--- config.mk ---
export PLATFORM = sky130hd
export DESIGN_NAME = key_press_event_classifier_unit
export DESIGN_NICKNAME = d
export VERILOG_FILES = /design/src/rtl/kpec_pkg.sv /design/src/rtl/key_press_event_classifier_unit.sv
export SDC_FILE = /design/constraint.sdc
export NUM_CORES = 1
export LEC_CHECK = 0
export BUFFER_PORTS_ARGS = -buffer_cell sky130_fd_sc_hd__buf_2
export CORE_ASPECT_RATIO = 0.9
export CORE_UTILIZATION = 40
export DETAILED_ROUTE_END_ITERATION = 7
export PLACE_DENSITY = 0.56
export SYNTH_ARGS = -nofsm -noshare
export SYNTH_HDL_FRONTEND = slang
export SYNTH_SLANG_ARGS = --single-unit
--- constraint.sdc ---
create_clock -name clk -period 4.1 [get_ports clk]
set_input_delay 1.23 -clock clk [delete_from_list [all_inputs] [get_ports clk]]
set_output_delay 1.23 -clock clk [all_outputs]
set_load 0.02 [all_outputs]
--- src/rtl/kpec_pkg.sv ---
// types and constants of the key press event classifier
package kpec_pkg;

  localparam int unsigned SHORT_W = 8;
  localparam int unsigned TICK_W  = 9;
  localparam int unsigned KEY_W   = 8;
  localparam int unsigned KIND_W  = 3;
  localparam int unsigned REL_W   = 12;
  localparam int unsigned CFG_IDX_W = 3;

  localparam logic [REL_W-1:0] UP_DONE = 12'hFFF;

  localparam logic [KEY_W-1:0] KEY_NONE_LO = 8'h00;
  localparam logic [KEY_W-1:0] KEY_NONE_HI = 8'hFF;

  localparam logic [SHORT_W-1:0] SHORT_RESET     = 8'd8;
  localparam logic [TICK_W-1:0]  LONG_RESET      = 9'd200;
  localparam logic [TICK_W-1:0]  REPEAT_RESET    = 9'd220;
  localparam logic [TICK_W-1:0]  REL_START_RESET = 9'd16;
  localparam logic [TICK_W-1:0]  REL_END_RESET   = 9'd19;

  typedef enum logic [KIND_W-1:0] {
    KIND_SHORT_DOWN = 3'd0,
    KIND_LONG_DOWN  = 3'd1,
    KIND_HOLD       = 3'd2,
    KIND_SHORT_UP   = 3'd3,
    KIND_LONG_UP    = 3'd4
  } event_kind_t;

  typedef enum logic [CFG_IDX_W-1:0] {
    REG_SHORT     = 3'd0,
    REG_LONG      = 3'd1,
    REG_REPEAT    = 3'd2,
    REG_REL_START = 3'd3,
    REG_REL_END   = 3'd4
  } cfg_reg_t;

endpackage

--- src/rtl/key_press_event_classifier_unit.sv ---
// key press event classifier top level
//
// input channel: one scan tick per transfer on in_valid / in_stall, carrying
// key_sample; codes 0 and 255 mean no key is down
// output channel: out_valid / out_stall carry event_kind and event_key; a tick
// gives at most one event, most ticks give none
// configuration: cfg_valid / cfg_ready with cfg_index and cfg_data; cfg_ready
// is always high; the user must make writes only while no ticks are in flight,
// which the block itself does not enforce; a tick taken lands in the input
// register, and its event moves on to the result register once that can advance
// throughput: one tick per cycle while the output is not stalled, set by the
// single pass from the input register through the counter update to the result
// register; when the output is stalled while holding an event, the input
// register holds its tick and raises in_stall only once it is occupied
// reset clears both counters, the latch, the remembered keys and both
// registers' valid flags, and loads the default thresholds
module key_press_event_classifier_unit #(
  parameter int unsigned COUNT_LIMIT = 500
) (
  input  logic                           clk,
  input  logic                           rst,
  input  logic                           in_valid,
  output logic                           in_stall,
  input  logic [kpec_pkg::KEY_W-1:0]     key_sample,
  output logic                           out_valid,
  input  logic                           out_stall,
  output logic [kpec_pkg::KIND_W-1:0]    event_kind,
  output logic [kpec_pkg::KEY_W-1:0]     event_key,
  input  logic                           cfg_valid,
  output logic                           cfg_ready,
  input  logic [kpec_pkg::CFG_IDX_W-1:0] cfg_index,
  input  logic [kpec_pkg::TICK_W-1:0]    cfg_data
);

  localparam int unsigned LIM_W = $clog2(COUNT_LIMIT + 1);
  localparam int unsigned PW = (LIM_W > kpec_pkg::TICK_W) ? LIM_W : kpec_pkg::TICK_W;
  localparam int unsigned RW = kpec_pkg::REL_W;

  // configuration registers
  logic [kpec_pkg::SHORT_W-1:0] short_ticks;
  logic [kpec_pkg::TICK_W-1:0]  long_ticks;
  logic [kpec_pkg::TICK_W-1:0]  repeat_ticks;
  logic [kpec_pkg::TICK_W-1:0]  release_start;
  logic [kpec_pkg::TICK_W-1:0]  release_end;

  // state
  logic [PW-1:0]              press_count, press_count_next;
  logic [RW-1:0]              release_count, release_count_next;
  logic                       press_latched, press_latched_next;
  logic [kpec_pkg::KEY_W-1:0] previous_sample, previous_sample_next;
  logic [kpec_pkg::KEY_W-1:0] remembered_key, remembered_key_next;

  // input and result registers
  logic                       stage_valid;
  logic [kpec_pkg::KEY_W-1:0] stage_sample;
  logic                       advance;
  logic                       emit;
  kpec_pkg::event_kind_t      kind;
  logic [kpec_pkg::KEY_W-1:0] key;

  logic          released;
  logic          early;
  logic [RW:0]   rel_inc;
  logic [RW-1:0] rel_sat;
  logic [PW:0]   press_inc;
  logic [PW-1:0] press_sat;

  assign cfg_ready = 1'b1;
  assign advance   = !out_valid || !out_stall;
  assign in_stall  = stage_valid && !advance;

  always_ff @(posedge clk) begin
    if (rst) begin
      short_ticks   <= kpec_pkg::SHORT_RESET;
      long_ticks    <= kpec_pkg::LONG_RESET;
      repeat_ticks  <= kpec_pkg::REPEAT_RESET;
      release_start <= kpec_pkg::REL_START_RESET;
      release_end   <= kpec_pkg::REL_END_RESET;
    end else if (cfg_valid && cfg_ready) begin
      unique case (kpec_pkg::cfg_reg_t'(cfg_index))
        kpec_pkg::REG_SHORT:     short_ticks   <= cfg_data[kpec_pkg::SHORT_W-1:0];
        kpec_pkg::REG_LONG:      long_ticks    <= cfg_data;
        kpec_pkg::REG_REPEAT:    repeat_ticks  <= cfg_data;
        kpec_pkg::REG_REL_START: release_start <= cfg_data;
        kpec_pkg::REG_REL_END:   release_end   <= cfg_data;
        default: begin
        end
      endcase
    end
  end

  always_comb begin
    released = (stage_sample == kpec_pkg::KEY_NONE_LO) ||
               (stage_sample == kpec_pkg::KEY_NONE_HI);
    rel_inc   = (RW+1)'(release_count) + 1'b1;
    rel_sat   = (rel_inc > (RW+1)'(COUNT_LIMIT)) ? RW'(COUNT_LIMIT) : rel_inc[RW-1:0];
    press_inc = (PW+1)'(press_count) + 1'b1;
    press_sat = (press_inc > (PW+1)'(COUNT_LIMIT)) ? PW'(COUNT_LIMIT) : press_inc[PW-1:0];

    press_count_next     = press_count;
    release_count_next   = release_count;
    press_latched_next   = press_latched;
    previous_sample_next = previous_sample;
    remembered_key_next  = remembered_key;
    early = 1'b0;
    emit  = 1'b0;
    kind  = kpec_pkg::KIND_SHORT_DOWN;
    key   = stage_sample;

    if (released) begin
      release_count_next = rel_sat;
      if (rel_sat < RW'(release_start)) begin
        early = 1'b1;
      end else if (rel_sat < RW'(release_end)) begin
        priority if (press_count >= PW'(long_ticks)) begin
          emit = 1'b1;
          kind = kpec_pkg::KIND_LONG_UP;
          key  = remembered_key;
          press_latched_next = 1'b0;
        end else if (press_count >= PW'(short_ticks)) begin
          emit = 1'b1;
          kind = kpec_pkg::KIND_SHORT_UP;
          key  = remembered_key;
          press_latched_next = 1'b0;
        end else begin
          emit = 1'b0;
        end
        press_count_next    = '0;
        release_count_next  = kpec_pkg::UP_DONE;
        remembered_key_next = '0;
      end else begin
        press_latched_next = 1'b0;
        press_count_next   = '0;
        release_count_next = kpec_pkg::UP_DONE;
      end
    end else begin
      release_count_next = '0;
      press_count_next   = press_sat;
      priority if (press_sat == PW'(short_ticks)) begin
        emit = 1'b1;
        kind = kpec_pkg::KIND_SHORT_DOWN;
        press_latched_next  = 1'b1;
        remembered_key_next = stage_sample;
      end else if (press_sat == PW'(long_ticks)) begin
        emit = 1'b1;
        kind = kpec_pkg::KIND_LONG_DOWN;
        remembered_key_next = stage_sample;
      end else if (press_sat == PW'(repeat_ticks)) begin
        emit = 1'b1;
        kind = kpec_pkg::KIND_HOLD;
        press_count_next    = PW'(long_ticks);
        remembered_key_next = stage_sample;
      end else begin
        emit = 1'b0;
      end
    end

    // key change restarts the counters unless a press is latched or the release is still in its debounce span
    if (!early && (stage_sample != previous_sample) && !press_latched_next) begin
      previous_sample_next = stage_sample;
      press_count_next     = '0;
      release_count_next   = '0;
    end
  end

  always_ff @(posedge clk) begin
    if (rst) begin
      stage_valid     <= 1'b0;
      out_valid       <= 1'b0;
      press_count     <= '0;
      release_count   <= '0;
      press_latched   <= 1'b0;
      previous_sample <= '0;
      remembered_key  <= '0;
    end else begin
      if (!stage_valid || advance) begin
        stage_valid <= in_valid;
      end
      if (advance) begin
        out_valid <= stage_valid && emit;
      end
      if (stage_valid && advance) begin
        press_count     <= press_count_next;
        release_count   <= release_count_next;
        press_latched   <= press_latched_next;
        previous_sample <= previous_sample_next;
        remembered_key  <= remembered_key_next;
      end
    end
  end

  always_ff @(posedge clk) begin
    if (in_valid && !in_stall) begin
      stage_sample <= key_sample;
    end
    if (advance && stage_valid && emit) begin
      event_kind <= kind;
      event_key  <= key;
    end
  end

endmodule

---- Word level (Yosys, flattened, before mapping) ----
Cells that the tools add are included.
storage, ports and cells
  input port bits ......................... 25
  register bits after elaboration ......... 103
  word-level logic and storage cells ...... 109
operators by class
  multiplexer cells ....................... 46
  equality and inequality tests ........... 12
  reduce and logical (&&, ||, !) cells .... 28
  $lt $le $gt $ge ......................... 6
  $add $sub $neg .......................... 2
operator list
  cell                     count
  $mux W8                  11
  $mux W9                  7
  $mux W12                 4
  $lt A12 B9 Y1            2
  $eq A9 B9 Y1             2
  $mux W1                  16
  $reduce_and A2 Y1        7
  $add A12 B1 Y13 const B  1
  $gt A13 B9 Y1 const B    1
  $mux W3                  4
  $add A9 B1 Y10 const B   1
  $gt A10 B9 Y1 const B    1
  $eq A9 B8 Y1             1
  $ge A9 B8 Y1             1
  $ge A9 B9 Y1             1
  $eq A8 B8 Y1 const B     1
  $logic_not A8 Y1         1
  $mux W2                  4
  $ne A8 B8 Y1             1
  $logic_and A1 B1 Y1      7
  $logic_not A1 Y1         7
  $eq A3 B2 Y1 const B     2
  $reduce_and A4 Y1        1
  $reduce_bool A4 Y1       1
  other kinds (7)          9

---- Depth between registers and ports, before layout ----
Gate-level depths: netlist (run 1).
  word-level depth ........................ 11
  gate-level depth with buffers ........... 18
  gate-level depth less buffers ........... 16

---- Least setup slack after synthesis (run 1) ----
No wires, ideal clock.
  kind .................................... register -> register
  start point ............................. reg release_count[0]
  end point ............................... reg event_key[0] (netlist bit), data pin
  period minus slack after synthesis ...... 3.988 ns
  data arrival time ....................... 3.729 ns
  required time ........................... 3.840 ns
  cell stages (with the launch flop) ...... 17
  setup slack ............................. 0.112 ns
  path buffers ............................ 3
  path through ............................ dfxtp_1 buf_2 nand3_1 nor3_1 mux2i_1 o31ai_1 buf_2 nor2_1 ha_1 a211o_1 o221ai_1 o21a_1 o31a_1 nor2_1 nand2b_1 clkbuf_1 mux2_2
between the ends
  word-level cells in the longest chain between the ends .. 7
RTL lines
  element                 line                                    text
  from (decl)             key_press_event_classifier_unit.sv:48   logic [RW-1:0] release_count, release_count_next;
  from (signal assigned)  key_press_event_classifier_unit.sv:184  release_count <= release_count_next;
  $add A12 B1 Y13 *       key_press_event_classifier_unit.sv:95   rel_inc = (RW+1)'(release_count) + 1'b1;
  $gt A13 B9 Y1           key_press_event_classifier_unit.sv:96   rel_sat = (rel_inc > (RW+1)'(COUNT_LIMIT)) ? RW'(COUNT_LIMIT) : rel_inc[RW-1:0];
  $mux W12 *              key_press_event_classifier_unit.sv:96
  $lt A12 B9 Y1           key_press_event_classifier_unit.sv:114  end else if (rel_sat < RW'(release_end)) begin
  $mux W8                 key_press_event_classifier_unit.sv:114
  $mux W8 *               key_press_event_classifier_unit.sv:112  if (rel_sat < RW'(release_start)) begin
  $mux W8 *               key_press_event_classifier_unit.sv:110  if (released) begin
  named net key, one bit  key_press_event_classifier_unit.sv:59   logic [kpec_pkg::KEY_W-1:0] key;
  to (signal assigned)    key_press_event_classifier_unit.sv:198  event_key <= key;
  to (decl)               key_press_event_classifier_unit.sv:28   output logic [kpec_pkg::KEY_W-1:0] event_key,
Mark *: on every way through the listed nets, which the timed path passes. The rest lies on a longest branch.
A chain may end at the register's enable or synchronous reset.

---- Worst setup path in the final report (run 1) ----
  start point ............................. reg release_count[6]
  end point ............................... reg event_key[3] (netlist bit), data pin
Same word-level chain as after synthesis.

==> key figures, run 1 <==
Floorplanning
  • Number of cell rows: 43
  • Core area: 15490 µm²
  • Initial core utilization: 0.4112
  • Top-level I/O count: 39
  • Die height: 121.7 µm
  • Die area: 16440 µm²
  • Die Wd: 135.0 µm

STA
  • Fin crit share: 0.9387
  • Worst clock skew: 0.009049 ns
  • Fin. Hold Viols: 0
  • Fmax: 259.8 MHz
  • Worst-Margin Slew: 0.6736 ns
  • Final min period: 3.849 ns
  • Setup_tns: 0 ns
  • RSZ-0062 raised after global routing: no
  • Setup-failing EPs final: 0
  • Number of max-slew violations in the final report: 0
  • Relative slew slack: 0.5493
  • Final worst setup slack: 0.2512 ns

Worst setup path
  • Reg2reg path depth: 16
  • Flop-to-flop setup slack: 0.25 ns
  • Required time worst endpoint: 4.20 ns
  • Reg2reg end: event_key[3]
  • Max FO, Critical Path: 8
  • CP Class: reg2reg
  • CP startpoint kind: flop
  • R2R Path Start: release_count[6]
  • Arr. time, crit path: 3.95 ns
  • Crit. End Element: flop

CTS
  • Hold_buf cts: 0
  • CTS Buf Count: 9
  • H-Tree Level Count: 3
  • Clk slew on worst S/H paths: 0.07 ns
  • Clk buf depth: 2
  • TritonCTS clock tree: yes
  • Clk_lat worst skew: 0.35 ns
  • Clock Root Buffer: clkbuf_16
  • TritonCTS sink count: 103

Power
  • Clock power share: 0.429
  • Combinational power share: 0.081
  • Int Pwr: 1670 µW
  • Pwr Density: 301.3 nW/µm²
  • Leakage Power: 0.002912 µW
  • Switching share of power: 0.2438
  • Seq pwr share: 0.489
  • Switch Pwr: 538.2 µW
  • Worst IR Drop VDD: 0.2527 mV

GRT
  • Largest net degree at the start of global routing: 65
  • Initial antenna violation count: 0
  • Vias in the first global route: 5356
  • Total track usage: 0.2208
  • Total grt overflow: 0
  • First-pass GRT wire length: 28320 µm

Routing
  • Initial DRT Pass Iterations: 5
  • ANT nets after route: 0
  • Detailed Route WL: 17410 µm
  • Total number of vias: 5555
  • DR DRC count: 0
  • Starting DRT DRC Count: 376
  • DR vias/cell: 5.622
  • Detailed-route wire length per cell: 17.62 µm

Outcome
  • Status: completed

Finish
  • Synthesis-to-finish area growth: 15.00%
  • # nets final: 842
  • Fin area: 7327 µm²
  • Commonest non-fill, non-tap cell in the layout: nand2_1
  • Fill cells: 1530
  • Diode count: 0
  • Layout cell share with drive strength beyond 1: 0.1908
  • Most frequent cells in the layout: nand2_1, dfxtp_1, nor2_1

Synth
  • Avg Cell Area, Syn: 8.776 µm²
  • Syn Nets: 787
  • Post-synth EDFFs: 19
  • Syn Std Cell Area: 6371 µm²
  • FF+latch count, synth: 103
  • Post-Syn Instances: 726
  • Netlist cell types: 86
  • Post-synth top flop: dfxtp_1
  • Number of synthesis warnings: 0
  • Seq/Total Area, Yosys: 0.3535
  • Ys async rst share: 0

Place
  • Dpl hpwl: 13300 µm
  • Setup slack at placement: -0.005736 ns
  • # port buffers: 37
  • Placed Area: 6907 µm²
  • Placer Congestion: 0.9171

Hold path
  • Critical hold path startpoint: release_count[11]
  • Hold path depth: 2
  • Hold Crit Class: reg2reg
  • Hold endpoint: release_count[11]

Flow run
  • Maxcap violations: 0
-- synthesized netlist by cell type (all sizes together), types with 4 or more instances --
library cell  instances  area, µm²
edfxtp               19      570.6
or3                   7      43.79
o21a                  8      60.06
and3                  5      31.28
nor2b                 5      31.28
nand2               102      382.9
mux2                  9      105.1
nand4                16      115.1
nand3b               13      110.1
a211oi                7      52.55
a21oi                50      265.3
and2                  6      37.54
ha                   36      450.4
o21ai                26      145.1
xnor2                21      183.9
a211o                 7      61.31
nor3                 15      75.07
nor4                  9      62.56
and4                  4      35.03
dfxtp                84       1682
a21o                  4      30.03
nand2b                5      31.28
a22o                  9      80.08
xor2                 11      103.9
a31oi                10      68.81
buf                  15      100.1
nand3                21      120.1
nor2                 56      210.2
o32ai                11      148.9
mux2i                23      230.2
inv                  49      183.9
o31ai                 5      70.06
clkbuf               18      72.57
-- final cells by class --
type                    count  area [µm²]  area share
inverters                  49       183.9     0.02510
clock buffers               9       225.2     0.03074
repair buffers             77       498.0     0.06796
clock inverters             7       103.9     0.01417
flip-flops and latches    103        2257      0.3081
well taps                 202       252.7     0.03449
multi-input cells         541        3806      0.5195
-- kinds of logic (layout without fill, tap and decap cells) --
group	count (synthesis)	after routing	share of synthesized area
AOI/OAI and AO/OA	168	168	0.2070
DFF	103	103	0.3535
other	1	1	0.0005886
muxes	32	32	0.05263
xor gates and xnor gates	33	33	0.04870
adders and majority gates	36	36	0.07070
and+or+nand+nor	271	271	0.2109
buffers and inverters	82	142	0.05597
-- how the worst max path moves through the flow --
stage / end / slack [ns] / start
finish: event_key[3] / 0.25 / release_count[6]
global route: event_key[0] / 0.02 / release_count[1]
CTS: event_key[1] / 0.03 / release_count[1]
detailed placement: release_count[6] / -0.006 / release_count[1]
global placement: release_count[6] / 0.06 / release_count[0]
floorplan: event_key[0] / 0.11 / release_count[0]
-- registers in the layout, indices dropped and copies added (netlist names) --
signal and count:
event_key 8, short_ticks 8, press_latched 1, long_ticks 9
repeat_ticks 9, release_end 9, stage_sample 8, remembered_key 8
event_kind 3, release_count 12, press_count 9, stage_valid 1
out_valid 1, release_start 9, previous_sample 8
-- through the flow --
| stage | instances | power [µW] | utilization | hold WS (ns) |
|---|---|---|---|---|
| 2_1_floorplan | 726 | 1210 | - | 0.4258 |
| 3_3_place_gp | 968 | 1273 | 0.4457 | 0.4379 |
| 3_5_place_dp | 968 | 1276 | 0.4457 | 0.4461 |
| 4_1_cts | 985 | 2225 | 0.4678 | 0.4561 |
| 5_1_grt | 988 | 2289 | 0.4729 | 0.4648 |
| 6_report | 988 | 2208 | 0.4729 | 0.4538 |
-- metal layers --
metal	vias to the layer above	part of all wire	global-route usage
met2	158	0.46	0.3470
met1	2654	0.48	0.3071
met4	0	0.016	0.07725
met3	25	0.049	0.03412
met5	-	0	0
li1	2718	-	-
-- worst max-delay path, stage by stage (launching register included) --
cell      delay (ns)
dfxtp_2         0.37
nand4_1         0.14
nor3_1          0.28
mux2i_1         0.32
or3b_2          0.52
ha_1            0.31
a21o_1          0.16
a21oi_1         0.13
o21ai_0         0.13
a31o_2          0.25
o31ai_2         0.07
buf_4           0.18
nand2_1         0.08
nor2_2          0.17
nand2b_1        0.07
buf_4           0.17
mux2_2          0.28
-- repair_timing --
item,CTS,global route
pin swaps,1,3
setup buffers,1,3
gates cloned,0,0
resized for setup,1,15
setup endpoints to repair,13,59
-- power groups by stage --
stage	clock [µW]	combinational (µW)	sequential, µW
final	948	180	1080
after floorplan	0	117	1090
after CTS	970	174	1080
after global placement	0	171	1100
after detailed placement	0	173	1100
after global routing	1010	198	1080
No activity file was read; power rests on OpenSTA's default activity.
==> run 2: changes to the inputs <==
--- a/config.mk
+++ b/config.mk
@@ -6,10 +6,10 @@
 export NUM_CORES = 1
 export LEC_CHECK = 0
 export BUFFER_PORTS_ARGS = -buffer_cell sky130_fd_sc_hd__buf_2
-export CORE_ASPECT_RATIO = 0.9
+export CORE_ASPECT_RATIO = 0.5
 export CORE_UTILIZATION = 40
 export DETAILED_ROUTE_END_ITERATION = 7
-export PLACE_DENSITY = 0.56
+export PLACE_DENSITY = 0.54
 export SYNTH_ARGS = -nofsm -noshare
 export SYNTH_HDL_FRONTEND = slang
 export SYNTH_SLANG_ARGS = --single-unit
==> constraint.sdc (replaced) <==
create_clock -name clk -period 4.6 [get_ports clk]
set_input_delay 1.38 -clock clk [delete_from_list [all_inputs] [get_ports clk]]
set_output_delay 1.38 -clock clk [all_outputs]
set_load 0.02 [all_outputs]
==> key figures, run 2 (same netlist as run 1, synthesis figures left out) <==
Outcome
  • Status: completed

Routing
  • Detailed Route WL: 17070 µm (-2.0%)
  • Initial DRT Pass Iterations: 5 (unchanged)
  • Starting DRT DRC Count: 441 (+17%)
  • DR vias/cell: 5.555 (-1.2%)
  • Wire length on met1: 8888 µm (+6.5%)
  • Total number of vias: 5377 (-3.2%)
  • DR WL met3: 752 µm (-12%)
  • ANT nets after route: 0 (unchanged)
  • Metal2 WL: 7367 µm (-7.1%)
  • Top Metal Used: met4
  • Detailed-route wire length per cell: 17.64 µm (about the same)
  • DR DRC count: 0 (unchanged)

Power
  • Clock power share: 0.395 (-0.034)
  • Pwr Density: 259.8 nW/µm² (-14%)
  • Int Pwr: 1383 µW (-17%)
  • Seq pwr share: 0.523 (+0.034)
  • Combinational power share: 0.083 (+0.002)
  • Switch Pwr: 459.6 µW (-15%)
  • Leakage Power: 0.002797 µW (-3.9%)
  • Worst IR Drop VDD: 0.1763 mV (-30%)
  • Switching share of power: 0.2495 (+0.005723)

STA
  • Setup_tns: 0 ns (unchanged)
  • Fin. Hold Viols: 0 (unchanged)
  • Fmax: 229.4 MHz (-12%)
  • Worst-Margin Slew: 1.062 ns (+0.3884 ns)
  • RSZ-0062 raised after global routing: no
  • Number of max-slew violations in the final report: 0 (unchanged)
  • Fin crit share: 0.9478 (+0.009088)
  • Final min period: 4.360 ns (+0.5112 ns)
  • Worst clock skew: 0.009601 ns (+0.0005526 ns)
  • Setup-failing EPs final: 0 (unchanged)
  • Relative slew slack: 0.2894 (-0.2599)

Floorplanning
  • Initial core utilization: 0.4112 (unchanged)
  • Core area: 15490 µm² (unchanged)
  • Top-level I/O count: 39 (unchanged)
  • Die area: 16470 µm² (+0.18%)
  • Die height: 91.24 µm (-25%)
  • Die Wd: 180.5 µm (+34%)
  • Number of cell rows: 32 (-26%)

GRT
  • Total grt overflow: 0 (unchanged)
  • Initial antenna violation count: 0 (unchanged)
  • Total track usage: 0.2146 (-0.006188)
  • Vias in the first global route: 5092 (-4.9%)
  • Largest net degree at the start of global routing: 65 (unchanged)
  • First-pass GRT wire length: 27840 µm (-1.7%)

Finish
  • Diode count: 0 (unchanged)
  • Reg with most FFs: release_count
  • Commonest non-fill, non-tap cell in the layout: nand2_1
  • Layout cell share with drive strength beyond 1: 0.1545 (-0.03639)
  • Non-filler cells, final: 968 (-2.0%)
  • Synthesis-to-finish area growth: 11.31%
  • Max FFs per register: 12 (unchanged)
  • Most frequent cells in the layout: nand2_1, dfxtp_1, nor2_1
  • # nets final: 820 (-2.6%)

Place
  • Placer Congestion: 0.8912 (-2.8%)
  • Dpl hpwl: 12830 µm (-3.5%)
  • DP Cell Count: 949 (-2.0%)
  • # port buffers: 37 (unchanged)

Worst setup path
  • Required time worst endpoint: 4.70 ns (+0.50 ns)
  • CP startpoint kind: flop
  • Flop-to-flop setup slack: 0.24 ns (about the same)
  • Crit. End Element: flop
  • Arr. time, crit path: 4.46 ns (+0.51 ns)
  • Max FO, Critical Path: 8 (unchanged)
  • CP Class: reg2reg

CTS
  • Clock Root Buffer: clkbuf_16
  • TritonCTS clock tree: yes
  • CTS Buf Count: 9 (unchanged)
  • TritonCTS sink count: 103 (unchanged)
  • Clk_lat worst skew: 0.35 ns (about the same)
  • Clk slew on worst S/H paths: 0.07 ns (about the same)
  • Clk buf depth: 2 (unchanged)
  • Hold_buf cts: 0 (unchanged)
  • H-Tree Level Count: 3 (unchanged)

Flow run
  • Maxcap violations: 0 (unchanged)

Hold path
  • Hold Crit Class: reg2reg
-- run 2: worst paths after layout --
| check | startpoint | end | depth (start not counted) |
|---|---|---|---|
| min reg2reg | release_count[11] | release_count[11] | 2 |
| min | release_count[11] | release_count[11] | 2 |
| max reg2reg | release_count[2] | event_key[7] | 13 |
| max | release_count[2] | event_key[7] | 13 |
-- run 2: power groups by stage --
| stage | logic, µW | clock network, µW | registers, µW |
|---|---|---|---|
| 2_1_floorplan | 104 | 0 | 975 |
| 3_3_place_gp | 147 | 0 | 983 |
| 3_5_place_dp | 148 | 0 | 983 |
| 4_1_cts | 149 | 750 | 962 |
| 5_1_grt | 169 | 781 | 965 |
| 6_report | 152 | 727 | 963 |
-- run 2: layer usage --
metal / vias up / track usage
met5: - / 0
met4: 0 / 0.04131
met3: 6 / 0.03891
met2: 128 / 0.3288
met1: 2572 / 0.3133
li1: 2671 / -
-- run 2: layout make-up --
class,count,area [µm²]
fill,1529,8403
clock buffer,11,242.7
tap,204,255.2
sequential,103,2253
timing repair buffer,55,332.8
clock inverter,5,35.03
inverter,49,183.9
multi-input combinational,541,3789
-- run 2: worst max-delay path: stages (launching register included) --
cell and delay, ns:
dfxtp_1 0.48, nand3_1 0.28, nor3_1 0.32, mux2i_2 0.37, or3b_2 0.51, ha_1 0.31
a21o_1 0.16, a21oi_1 0.13, o21ai_0 0.12, o31ai_1 0.46, nand2_1 0.14, nor2_1 0.19
nand2b_1 0.28, mux2_2 0.36
-- run 2: stage by stage --
| stage | total power [µW] | area, µm² | util | setup slack [ns] | hold slack (ns) |
|---|---|---|---|---|---|
| 5_1_grt | 1915 | 7092 | 0.4577 | 0.01647 | 0.4777 |
| 3_5_place_dp | 1131 | 6751 | 0.4357 | 0.1345 | 0.4472 |
| 4_1_cts | 1861 | 7029 | 0.4537 | 0.09707 | 0.4559 |
| 2_1_floorplan | 1079 | 6371 | - | 0.6116 | 0.4258 |
| 6_report | 1842 | 7092 | 0.4577 | 0.2400 | 0.4523 |
| 3_3_place_gp | 1129 | 6751 | 0.4357 | 0.2466 | 0.4362 |
-- run 2: timing repair --
item / 4_1_cts / 5_1_grt
buffers inserted: 0 / 3
resized for setup: 0 / 7
endpoints found under the setup margin: 0 / 56
